**config.mk**
```make
export PLATFORM = sky130hd
export DESIGN_NAME = prmp_ram
export DESIGN_NICKNAME = d
export VERILOG_FILES = /design/src/rtl/parameter_ramp_engine_defines.svh /design/src/rtl/prmp_ram.sv
export SDC_FILE = /design/constraint.sdc
export NUM_CORES = 1
export LEC_CHECK = 0
export ABC_CLOCK_PERIOD_IN_PS = 1520
export BUFFER_PORTS_ARGS = -buffer_cell sky130_fd_sc_hd__buf_2
export CORE_UTILIZATION = 48
export CTS_BUF_LIST = sky130_fd_sc_hd__clkbuf_16
export CTS_CLUSTER_DIAMETER = 60
export DETAILED_ROUTE_END_ITERATION = 8
export PLACE_DENSITY = 0.77
export SYNTH_ARGS = -nofsm -noshare
export SYNTH_HDL_FRONTEND = slang
export SYNTH_SLANG_ARGS = --single-unit
export TNS_END_PERCENT = 100
```
**constraint.sdc**
```tcl
create_clock -name clock -period 1.52 [get_ports clock]
set_input_delay 0 -clock clock [delete_from_list [all_inputs] [get_ports clock]]
set_output_delay 0 -clock clock [all_outputs]
set_load 0.005 [all_outputs]
```
**src/rtl/parameter_ramp_engine_defines.svh**
```systemverilog
// Assertion macros shared by the parameter ramp engine RTL.
`ifndef PARAMETER_RAMP_ENGINE_DEFINES_SVH
`define PARAMETER_RAMP_ENGINE_DEFINES_SVH

// Same-cycle implication.
`define PRMP_ASSERT_NOW(lbl, clk, rst, ante, cons, msg) \
   lbl: assert property (@(posedge clk) disable iff (rst) (ante) |-> (cons)) else $error(msg);

// Next-cycle implication.
`define PRMP_ASSERT_NXT(lbl, clk, rst, ante, cons, msg) \
   lbl: assert property (@(posedge clk) disable iff (rst) (ante) |=> (cons)) else $error(msg);

`endif

```
**src/rtl/prmp_ram.sv**
```systemverilog
// Generic single-write, single-read synchronous RAM with registered read data.
module prmp_ram #(
   parameter int WIDTH = 8,
   parameter int DEPTH = 16
) (
   input  logic                                  clock,
   input  logic                                  wr_en,
   input  logic [(DEPTH > 1 ? $clog2(DEPTH) : 1)-1:0] wr_addr,
   input  logic [WIDTH-1:0]                      wr_data,
   input  logic                                  rd_en,
   input  logic [(DEPTH > 1 ? $clog2(DEPTH) : 1)-1:0] rd_addr,
   output logic [WIDTH-1:0]                      rd_data
);

   logic [WIDTH-1:0] mem [DEPTH];
   logic [WIDTH-1:0] rd_data_ff;

   always_ff @(posedge clock) begin
      if (wr_en) begin
         mem[wr_addr] <= wr_data;
      end
      if (rd_en) begin
         rd_data_ff <= mem[rd_addr];
      end
   end

   assign rd_data = rd_data_ff;

endmodule

```
* After elaboration in Yosys (flattened, before gate mapping) *
Memories as Yosys holds them, arrays and structs flattened. A register that Yosys moved wholly into a read port is not among the register bits.
Cells that the tools add are included.

cells by class
  mux-type cells = 2

operators with widths
  operator  number
  $mux 1    2

storage, ports and cells
  bits in registers = 0
  bits in writable memories = 128
  input port bits = 19
  output and inout bits = 8
  word-level logic and storage cells = 3
  memories = 1

memories
  memory  words  bits a word  read ports  clocked after memory_dff  write ports  line            text
  mem     16     8            1           1                         1            prmp_ram.sv:15  logic [WIDTH-1:0] mem [DEPTH];

* Longest topological paths before layout *
  depth in word-level cells = 2
  mapped depth = 5
  gate-level depth less buffers = 3

* Worst setup path after synthesis *
No wires, ideal clock.

  kind = input port to flip-flop
  from = input port wr_addr[2] (netlist bit)
  to = memory mem[0][0], enable pin
  setup time = 0.383 ns
  arrival = 1.110 ns
  data required time = 1.137 ns
  slack = 0.027 ns
  stages on the path = 2
  buffers on the path = 0
  path through = or3b_2 -> nor3_1

RTL lines
  element          line            text
  start, declared  prmp_ram.sv:8   input logic [(DEPTH > 1 ? $clog2(DEPTH) : 1)-1:0] wr_addr,
  end, declared    prmp_ram.sv:15

Straight into the memory's write port.

==> run_results.csv <==
group,metric,value,unit
die,die_area,11300,sq um
synthesis,ys_warn_count,0,
min_path,hold_start,"wr_addr[0]",
sta,setup_tns,0,ps
clocking,cts.sink_count,136,
sta,fin_skew,8.65,ps
die,die_w,106,um
min_path,hp-class,"primary input to flip-flop",
placed_design,hpwl,6100,um
route,wl_per_cell,21.2,um
route,drc_errors,0,
die,io-pin-count,27,
synthesis,synth.distinct_cells,18,
clocking,clkLatencyLatePin,410,ps
route,drtAntennaViolNets,0,
grt,grt_pass1_wl,14500,um
sta,layout_min_cycle_time,1460,ps
synthesis,synth_area,5230,sq um
placed_design,gp_congestion,0.769,
flow_run,cap_violations,0,
setup_path,cp.required,1670,ps
setup_path,cp_max_fo,1,
setup_path,crit_start,"mem[8][5]",
grt,antenna_found_initial,0,
clocking,cts_setup_buffers,0,
power,p_sw,0.00170,W
clocking,cts_root_buf,"clkbuf_16",
grt,overflow,0,
synthesis,syn_nets,248,
cells_and_area,stdcell_area,6330,sq um
clocking,clk_path_buf_depth,2,
sta,tightestPinTransition,436,ps
cells_and_area,fin_nets,315,
route,vias,2490,
sta,setup_violations,0,
sta,hold_viol,0,
power,p_seq_frac,0.491,
sta,finalWorstSetupSlack,58.6,ps
power,combPwrFrac,0.047,
clocking,numCtsBuffers,17,
power,clock_power_share,0.462,
placed_design,pre_cts_ws,-29.2,ps
outcome,status,"finished clean",
setup_path,start_kind,"flip-flop",
die,die_h,106,um
route,drt_wl_total,9450,um
power,p_int,0.00696,W
synthesis,yosys.area.top_type,"edfxtp_1",
route,drt_iter0_drc,97,
power,peakVddDrop,684,uV
die,core.rowCount,37,
cells_and_area,diodes,0,
setup_path,critical_path_arrival,1620,ps
synthesis,ys_seq_area_frac,0.781,
sta,slew_viol_final,0,
sta,maxSlewHeadroom,0.710,
setup_path,rr_startpoint,"mem[8][5]",
synthesis,avgSynthCellArea,22.8,sq um
placed_design,place_area,5640,sq um
clocking,h-tree-depth,4,
clocking,tritoncts,"yes",
die,initial_core_util,0.500,
route,detail_route.vias_per_cell,5.60,
synthesis,netlist.area_leader.share,0.781,
setup_path,path_class,"flip-flop to flip-flop",
grt,grt_pass1_vias,2626,
die,core,10500,sq um
setup_path,cp-end-kind,"flip-flop",
grt,grt.total_usage,0.187,
grt,grt_start_max_net_pins,27,
synthesis,ys_ff_latch,136,
cells_and_area,area_growth,21.0,%
synthesis,yosys-top-cells-area,"edfxtp_1 78%, mux4_2 7.8%, mux4_1 7.0%",
power,p_per_area,1370,nW/um^2
route,firstDrtPassIters,5,
sta,period_share,0.961,
placed_design,numPortBuffers,26,
power,p_sw_frac,0.196,
synthesis,synthCells,229,
sta,fmax,0.684,GHz
power,p_leak,2.15,nW
cells_and_area,drive_gt1_frac,0.320,
clocking,clk_pin_slew_worst_paths,50,ps
sta,grt_setup_unrepaired,"false",
[worst paths after layout]
check	endpoint	slack, ps	depth (start not counted)
setup / recovery	rd_data[5]	60	3
hold / removal	mem[0][7]	150	3
setup reg to reg	rd_data[5]	60	3
hold reg to reg	rd_data[7]	750	3
[worst max-delay path, cell delays in order, from the launching register on]
cell and delay (ps):
edfxtp_1 390, mux4_1 530, a22oi_2 220, nand2_1 70
[layer usage]
layer | up-vias | GRT usage | wire, um
met3 | 13 | 0.0509 | 458
met1 | 1287 | 0.236 | 4030
li1 | 1118 | - | -
met2 | 72 | 0.305 | 4800
met5 | - | 0 | 0
met4 | 0 | 0.0843 | 167
[through the flow]
step / hold WS, ps / total power, W / util / cells
floorplan: 98.9 / 0.00453 / - / 229
global placement: 383 / 0.00469 / 0.539 / 404
detailed placement: 389 / 0.00471 / 0.539 / 404
CTS: 133 / 0.00872 / 0.604 / 445
global route: 158 / 0.00892 / 0.605 / 445
finish: 149 / 0.00866 / 0.605 / 445
[cell families (layout without fill, tap and decap cells)]
| family | after synthesis | in the layout | synth area share |
|---|---|---|---|
| flip-flops | 136 | 136 | 0.781 |
| buffers and inverters | 10 | 90 | 0.0165 |
| AO/OA/AOI/OAI | 16 | 16 | 0.0230 |
| multiplexers | 32 | 32 | 0.148 |
| AND/OR/NAND/NOR | 35 | 35 | 0.0314 |
[timing repair]
action	in CTS	in global routing
pin swaps	0	0
hold buffers	9	0
hold endpoints to repair	136	0
resized for setup	1	3
endpoints found under the setup margin	1	3
[cell type report]
type | count | area, sq um
fill | 749 | 4140
sequential | 136 | 4080
multi-input combinational | 83 | 1070
clock buffer | 17 | 425
timing repair buffer | 58 | 418
tap | 136 | 170
clock inverter | 15 | 160
[Yosys cell counts (all sizes together)]
library cell   count
a22oi             16
and2               1
and2b              1
buf                7
clkdlybuf4s25      3
edfxtp           136
mux4              32
nand2              9
nand2b             2
nand3              1
nand3b             2
nor2              13
nor2b              1
nor3               4
or3b               1
[flip-flops by register name, indices dropped and copies added (netlist names)]
name,cells
mem,128
rd_data,8
[power groups by stage]
stage	sequential [W]	combinational, W	clock, W
after CTS	0.00425	0.000408	0.00406
after floorplan	0.00432	0.000213	0
after global placement	0.00432	0.000372	0
after detailed placement	0.00433	0.000386	0
after global routing	0.00426	0.000442	0.00422
final	0.00425	0.000406	0.00400
[cells in the final DEF, fill, tap and decap left out, types with 2 or more instances in the layout]
cell type      netlist  routed
edfxtp_1           136     136
buf_2                3      26
buf_4                1      21
mux4_2              18      19
clkbuf_16            0      17
a22oi_1             16      13
nor2_1              13      13
mux4_1              14      13
nand2_1              9       9
dlygate4sd3_1        0       9
clkinv_1             0       5
nor3_1               4       4
a22oi_2              0       3
clkinv_4             0       3
bufinv_16            0       3
nand3b_1             2       2
nand2b_1             2       2
clkinv_2             0       2
clkinvlp_4           0       2
buf_12               0       2
Note: power is estimated with default switching activity, not from simulation.
